**src/sfmf_pkg.sv**
```systemverilog
// Shared types and constants for the fused softmax with floor.
// No dependencies; every other file imports this package.
package sfmf_pkg;

  localparam int NUM_ACTIONS = 4;
  localparam int VAL_W       = 32;
  localparam int SUM_W       = 33;
  localparam int BETA_W      = 15;
  localparam int PROB_W      = 25;
  localparam int FRAC_W      = 24;
  localparam int WGT_W       = 33;
  localparam int PROD_W      = SUM_W + BETA_W;
  localparam int K_W         = 6;
  localparam int RED_STEPS   = 6;
  localparam int SERIES_TERMS = 12;
  localparam int EXP_LAT     = 1 + RED_STEPS + 3 * SERIES_TERMS + 1;
  localparam int DIV_LAT     = PROB_W;
  localparam int CNT_W       = $clog2(NUM_ACTIONS);
  localparam int TOT_W       = WGT_W + CNT_W;
  localparam int NUM1_W      = WGT_W + FRAC_W + 1;
  localparam int TOT2_W      = PROB_W + CNT_W;
  localparam int NUM2_W      = PROB_W + FRAC_W + 1;
  localparam int PIPE_LAT    = 2 + EXP_LAT + 2 + DIV_LAT + 2 + DIV_LAT + 1;

  localparam logic [BETA_W-1:0] BETA_RESET = 15'd256;
  localparam logic signed [SUM_W-1:0] START_MAX = -33'sd655360000;
  localparam logic [31:0] LN2_Q32 = 32'd2977044472;

  typedef struct packed {
    logic signed [VAL_W-1:0] value_b_0;
    logic signed [VAL_W-1:0] value_b_1;
    logic signed [VAL_W-1:0] value_b_2;
    logic signed [VAL_W-1:0] value_b_3;
    logic signed [VAL_W-1:0] value_f_0;
    logic signed [VAL_W-1:0] value_f_1;
    logic signed [VAL_W-1:0] value_f_2;
    logic signed [VAL_W-1:0] value_f_3;
  } in_word_t;

  typedef struct packed {
    logic [PROB_W-1:0] prob_0;
    logic [PROB_W-1:0] prob_1;
    logic [PROB_W-1:0] prob_2;
    logic [PROB_W-1:0] prob_3;
    logic              floor_applied;
  } out_word_t;

endpackage

```
**src/sfmf_div.sv**
```systemverilog
// Pipelined restoring divider, one quotient bit per stage, with side data.
// Needs num >> QW below den. Uses sfmf_pkg for parameter defaults only.
module sfmf_div import sfmf_pkg::*; #(
  parameter int NW = NUM1_W,
  parameter int DW = TOT_W,
  parameter int QW = PROB_W,
  parameter int SW = 1
) (
  input  logic          clk_i,
  input  logic          en_i,
  input  logic [NW-1:0] num_i,
  input  logic [DW-1:0] den_i,
  input  logic [SW-1:0] side_i,
  output logic [QW-1:0] quo_o,
  output logic [SW-1:0] side_o
);

  logic [DW-1:0] rem_q  [QW];
  logic [QW-1:0] low_q  [QW];
  logic [DW-1:0] den_q  [QW];
  logic [QW-1:0] quo_q  [QW];
  logic [SW-1:0] side_q [QW];

  for (genvar s = 0; s < QW; s++) begin : g_stage
    logic [DW-1:0] rem_in;
    logic [QW-1:0] low_in;
    logic [DW-1:0] den_in;
    logic [QW-1:0] quo_in;
    logic [SW-1:0] side_in;
    logic [DW:0]   trial;
    logic          ge;
    if (s == 0) begin : g_first
      assign rem_in  = DW'(num_i >> QW);
      assign low_in  = num_i[QW-1:0];
      assign den_in  = den_i;
      assign quo_in  = '0;
      assign side_in = side_i;
    end else begin : g_next
      assign rem_in  = rem_q[s-1];
      assign low_in  = low_q[s-1];
      assign den_in  = den_q[s-1];
      assign quo_in  = quo_q[s-1];
      assign side_in = side_q[s-1];
    end
    assign trial = {rem_in, low_in[QW-1-s]};
    assign ge    = trial >= {1'b0, den_in};
    always_ff @(posedge clk_i) begin
      if (en_i) begin
        rem_q[s]  <= ge ? DW'(trial - {1'b0, den_in}) : DW'(trial);
        low_q[s]  <= low_in;
        den_q[s]  <= den_in;
        quo_q[s]  <= {quo_in[QW-2:0], ge};
        side_q[s] <= side_in;
      end
    end
  end

  assign quo_o  = quo_q[QW-1];
  assign side_o = side_q[QW-1];

endmodule

```
**config.mk**
```make
export PLATFORM = sky130hd
export DESIGN_NAME = sfmf_div
export DESIGN_NICKNAME = d
export VERILOG_FILES = /design/src/sfmf_pkg.sv /design/src/sfmf_div.sv
export SDC_FILE = /design/constraint.sdc
export NUM_CORES = 2
export LEC_CHECK = 0
export CAP_MARGIN = 5
export CORE_MARGIN = 5
export CORE_UTILIZATION = 55
export CTS_CLUSTER_SIZE = 8
export DETAILED_ROUTE_END_ITERATION = 7
export DONT_BUFFER_PORTS = 1
export PLACE_DENSITY = 0.76
export SYNTH_ARGS = -nofsm -noshare
export SYNTH_HDL_FRONTEND = slang
export SYNTH_SLANG_ARGS = --single-unit
export TNS_END_PERCENT = 100
```
**constraint.sdc**
```tcl
create_clock -name clk_i -period 4.7 [get_ports clk_i]
set_input_delay 0 -clock clk_i [delete_from_list [all_inputs] [get_ports clk_i]]
set_output_delay 0 -clock clk_i [all_outputs]
set_load 0.005 [all_outputs]
```
==> run_results.csv <==
group,metric,value,unit
status,status,"finished with violations",
status,violations,"max-slew violations",
layout,layout_commonest_cell,"edfxtp_1",
min_path,hold_path_class,"in -> reg",
placement,dp_hpwl,221000,um
placement,gp_congestion,0.945,
yosys,ys_warn_count,0,
setup_path,crit_type,"in -> reg",
setup_path,path_max_fanout,36,
layout,multi_input_area,0.0493,mm^2
yosys,synth_seq_area_share,56.3,%
die,fp.dieW,485,um
setup_path,cpMostUsedCell,"dlygate4sd3_1",
yosys,async_reset_ff_share,0,%
timing,worst_pin_slew,1700,ps
cts,cts_tree,"yes",
placement,port_buffers,0,
cts,cts_buffer_depth,4,
layout,layout_common_cells,"edfxtp_1 (2330), inv_1 (1121), ha_1 (874), nand2_1 (783), o21ai_0 (735)",
pwr,power_frac_comb,43.2,%
route,antenna_left,0,
route,dr.pass1.iters,6,
yosys,synth_top_area_share,56.3,%
layout,regArea,0.0700,mm^2
yosys,ys_ff_latch,2330,
pwr,intPower,61700,uW
pwr,power_switching,35600,uW
setup_path,critPathSlowestCell,"dlygate4sd3_1",
yosys,synth_ff_type,"edfxtp_1",
global_routing,grt.total_usage,24.9,%
timing,min_period_over_period,98.1,%
global_routing,overflow,0,
global_routing,grt_max_degree,280,
setup_path,r2r_slack,310,ps
setup_path,critPathBufInv,6,
yosys,synth_nets,11500,
yosys,syn_avg_cell_area,11.8,um^2
layout,syn_to_final_growth,12.1,%
die,num_rows,174,
route,drt-vias-per-instance,5.87,
layout,nNetsFinal,11900,
route,wire_per_inst,21.3,um
cts,clock_latency,960,ps
yosys,ys_types,96,
timing,setup_violations,0,
yosys,syn_inst,10500,
route,drc,0,
setup_path,critical_path_arrival,5270,ps
die,start_util,55.2,%
timing,fin_skew,81.3,ps
pwr,cellPowerDensity,699,mW/mm^2
timing,setup_slack,88.5,ps
timing,slew_violations,301,
global_routing,grt_pass1_vias,82500,
layout,n_fill_cell,17300,
timing,finalCriticalPeriod,4610,ps
placement,dp_slack,309,ps
route,drt_iter0_markers,6529,
cts,cts.sinks,2330,
setup_path,crit_family,"buffers and inverters",
cts,htree_levels,5,
setup_path,cp_cell_sequence,"dlygate4sd3_1 > dlygate4sd3_1 > inv_1 > ha_1 > a21o_1 > a21o_1 > a31oi_1 > o31ai_4 > a21oi_1 > o21ai_2 > a31oi_1 > buf_4 > or3_1 > a31oi_4 > buf_6 > mux2_2 > dlygate4sd3_1",
global_routing,antenna_found_initial,5,
cts,cts.reportedPaths.clkPinSlew,50,ps
timing,setup_tns,0,ps
pwr,cellLeakagePower,0.0567,uW
route,routed_wirelength,297000,um
die,io_pins,122,
timing,clock.fmax,0.217,GHz
route,num_vias,81900,
cts,root_buffer,"clkbuf_16",
flow_run,max_cap_viol_count,0,
pwr,clkPwrFrac,21.7,%
global_routing,grt_pass1_wl,462000,um
layout,layout-drive-gt1-share,7.40,%
timing,rsz0062_at_grt,"no",
cts,cts_setup_buffers,0,
die,die_h,485,um
yosys,synth_area,0.124,mm^2
pwr,seqPwrFrac,35.2,%
cts,numCtsBuffers,343,
yosys,synth_edf_count,2330,
timing,hold_viol,0,
pwr,ir_worst_vdd,0.438,mV
setup_path,worstSetupEndpointType,"register",
setup_path,critPathMaxStageDelay,630,ps
yosys,yosys.area.top_type,"edfxtp_1",
pwr,sw_frac_of_total,36.6,%
setup_path,worst_ep_required_time,5360,ps
die,core_area,0.225,mm^2
yosys,synth_area_leaders,"edfxtp_1 (56%), ha_1 (8.8%), inv_1 (3.4%)",
timing,slew_headroom,-13.4,%
pwr,power.total,97300,uW
die,die_area,0.235,mm^2
setup_path,startpoint_type,"input port",
## final timing paths
path / start / end / cells after the start
max: den_i[1] / rem_q[0][1] / 17
min: en_i / low_q[0][14] / 2
max reg2reg: den_q[1][70] / rem_q[1][111] / 14
min reg2reg: quo_q[5][2] / quo_q[6][3] / 0
## flip-flops by register name, summed over array words and instances (netlist names)
register  cells
den_q       840
rem_q       840
side_q       25
low_q       300
quo_q       325
## through the flow
step	util (%)	cell area, um^2	std cells	hold WS (ps)
after CTS	61.9	139000	14000	75.3
after detailed placement	57.1	128000	13400	98.9
after global placement	57.1	128000	13400	98.9
after global routing	61.9	139000	14000	112
after floorplan	-	124000	10500	98.9
final	61.9	139000	14000	127
## synthesized netlist by cell type (64+ instances only)
| library cell | number |
|---|---|
| edfxtp_1 | 2330 |
| inv_1 | 1121 |
| ha_1 | 874 |
| nand2_1 | 784 |
| o21ai_0 | 737 |
| a21oi_1 | 727 |
| a21o_1 | 472 |
| nor2_1 | 466 |
| xnor2_1 | 429 |
| xor2_1 | 292 |
| mux2_2 | 250 |
| nand4_1 | 156 |
| clkbuf_1 | 148 |
| nand3_1 | 141 |
| nor2b_1 | 132 |
| o21bai_1 | 118 |
| nor3_1 | 113 |
| nand2b_1 | 107 |
| o21a_1 | 90 |
| a31oi_1 | 87 |
| and3_1 | 69 |
| o31ai_1 | 64 |
## metal layers
metal | up-vias | global-route usage, % | share of wire (%)
li1 | 39400 | - | -
met1 | 39600 | 29.6 | 40
met2 | 2332 | 44.4 | 51
met3 | 697 | 3.63 | 4.5
met4 | 2 | 11.6 | 5.0
met5 | - | 0 | 0.0044
## area by class of cell
class                      instances  area share [%]
clock inverter                    17           0.142
multi-input combinational       6858            35.4
inverter                        1122            3.03
timing repair buffer             288            2.23
clock buffer                     356            6.23
tap                             2992            2.69
antenna                            4         0.00719
sequential                      2330            50.3
## cells by family after synthesis
logic type | after synthesis | share of synthesized area [%]
buffers and inverters | 1334 | 4.14
XOR/XNOR | 721 | 5.08
flip-flops | 2330 | 56.3
adder cells (fa/ha/maj) | 898 | 9.19
multiplexers | 352 | 3.19
AND/OR/NAND/NOR | 2161 | 8.25
AO/OA/AOI/OAI | 2726 | 13.8
## power by group through the flow
stage / Combinational (uW) / Clock [uW] / Sequential, uW
finish: 42000 / 21100 / 34200
global route: 46600 / 22600 / 34500
CTS: 41800 / 21600 / 34300
detailed placement: 41200 / 0 / 34600
global placement: 40500 / 0 / 34500
floorplan: 31600 / 0 / 32200
## what timing repair did
item	in CTS	in global routing
resized for setup	0	7
endpoints found under the hold margin	491	0
hold buffers	191	0
endpoints found under the setup margin	0	48
Power figures use the tool's default switching activity.
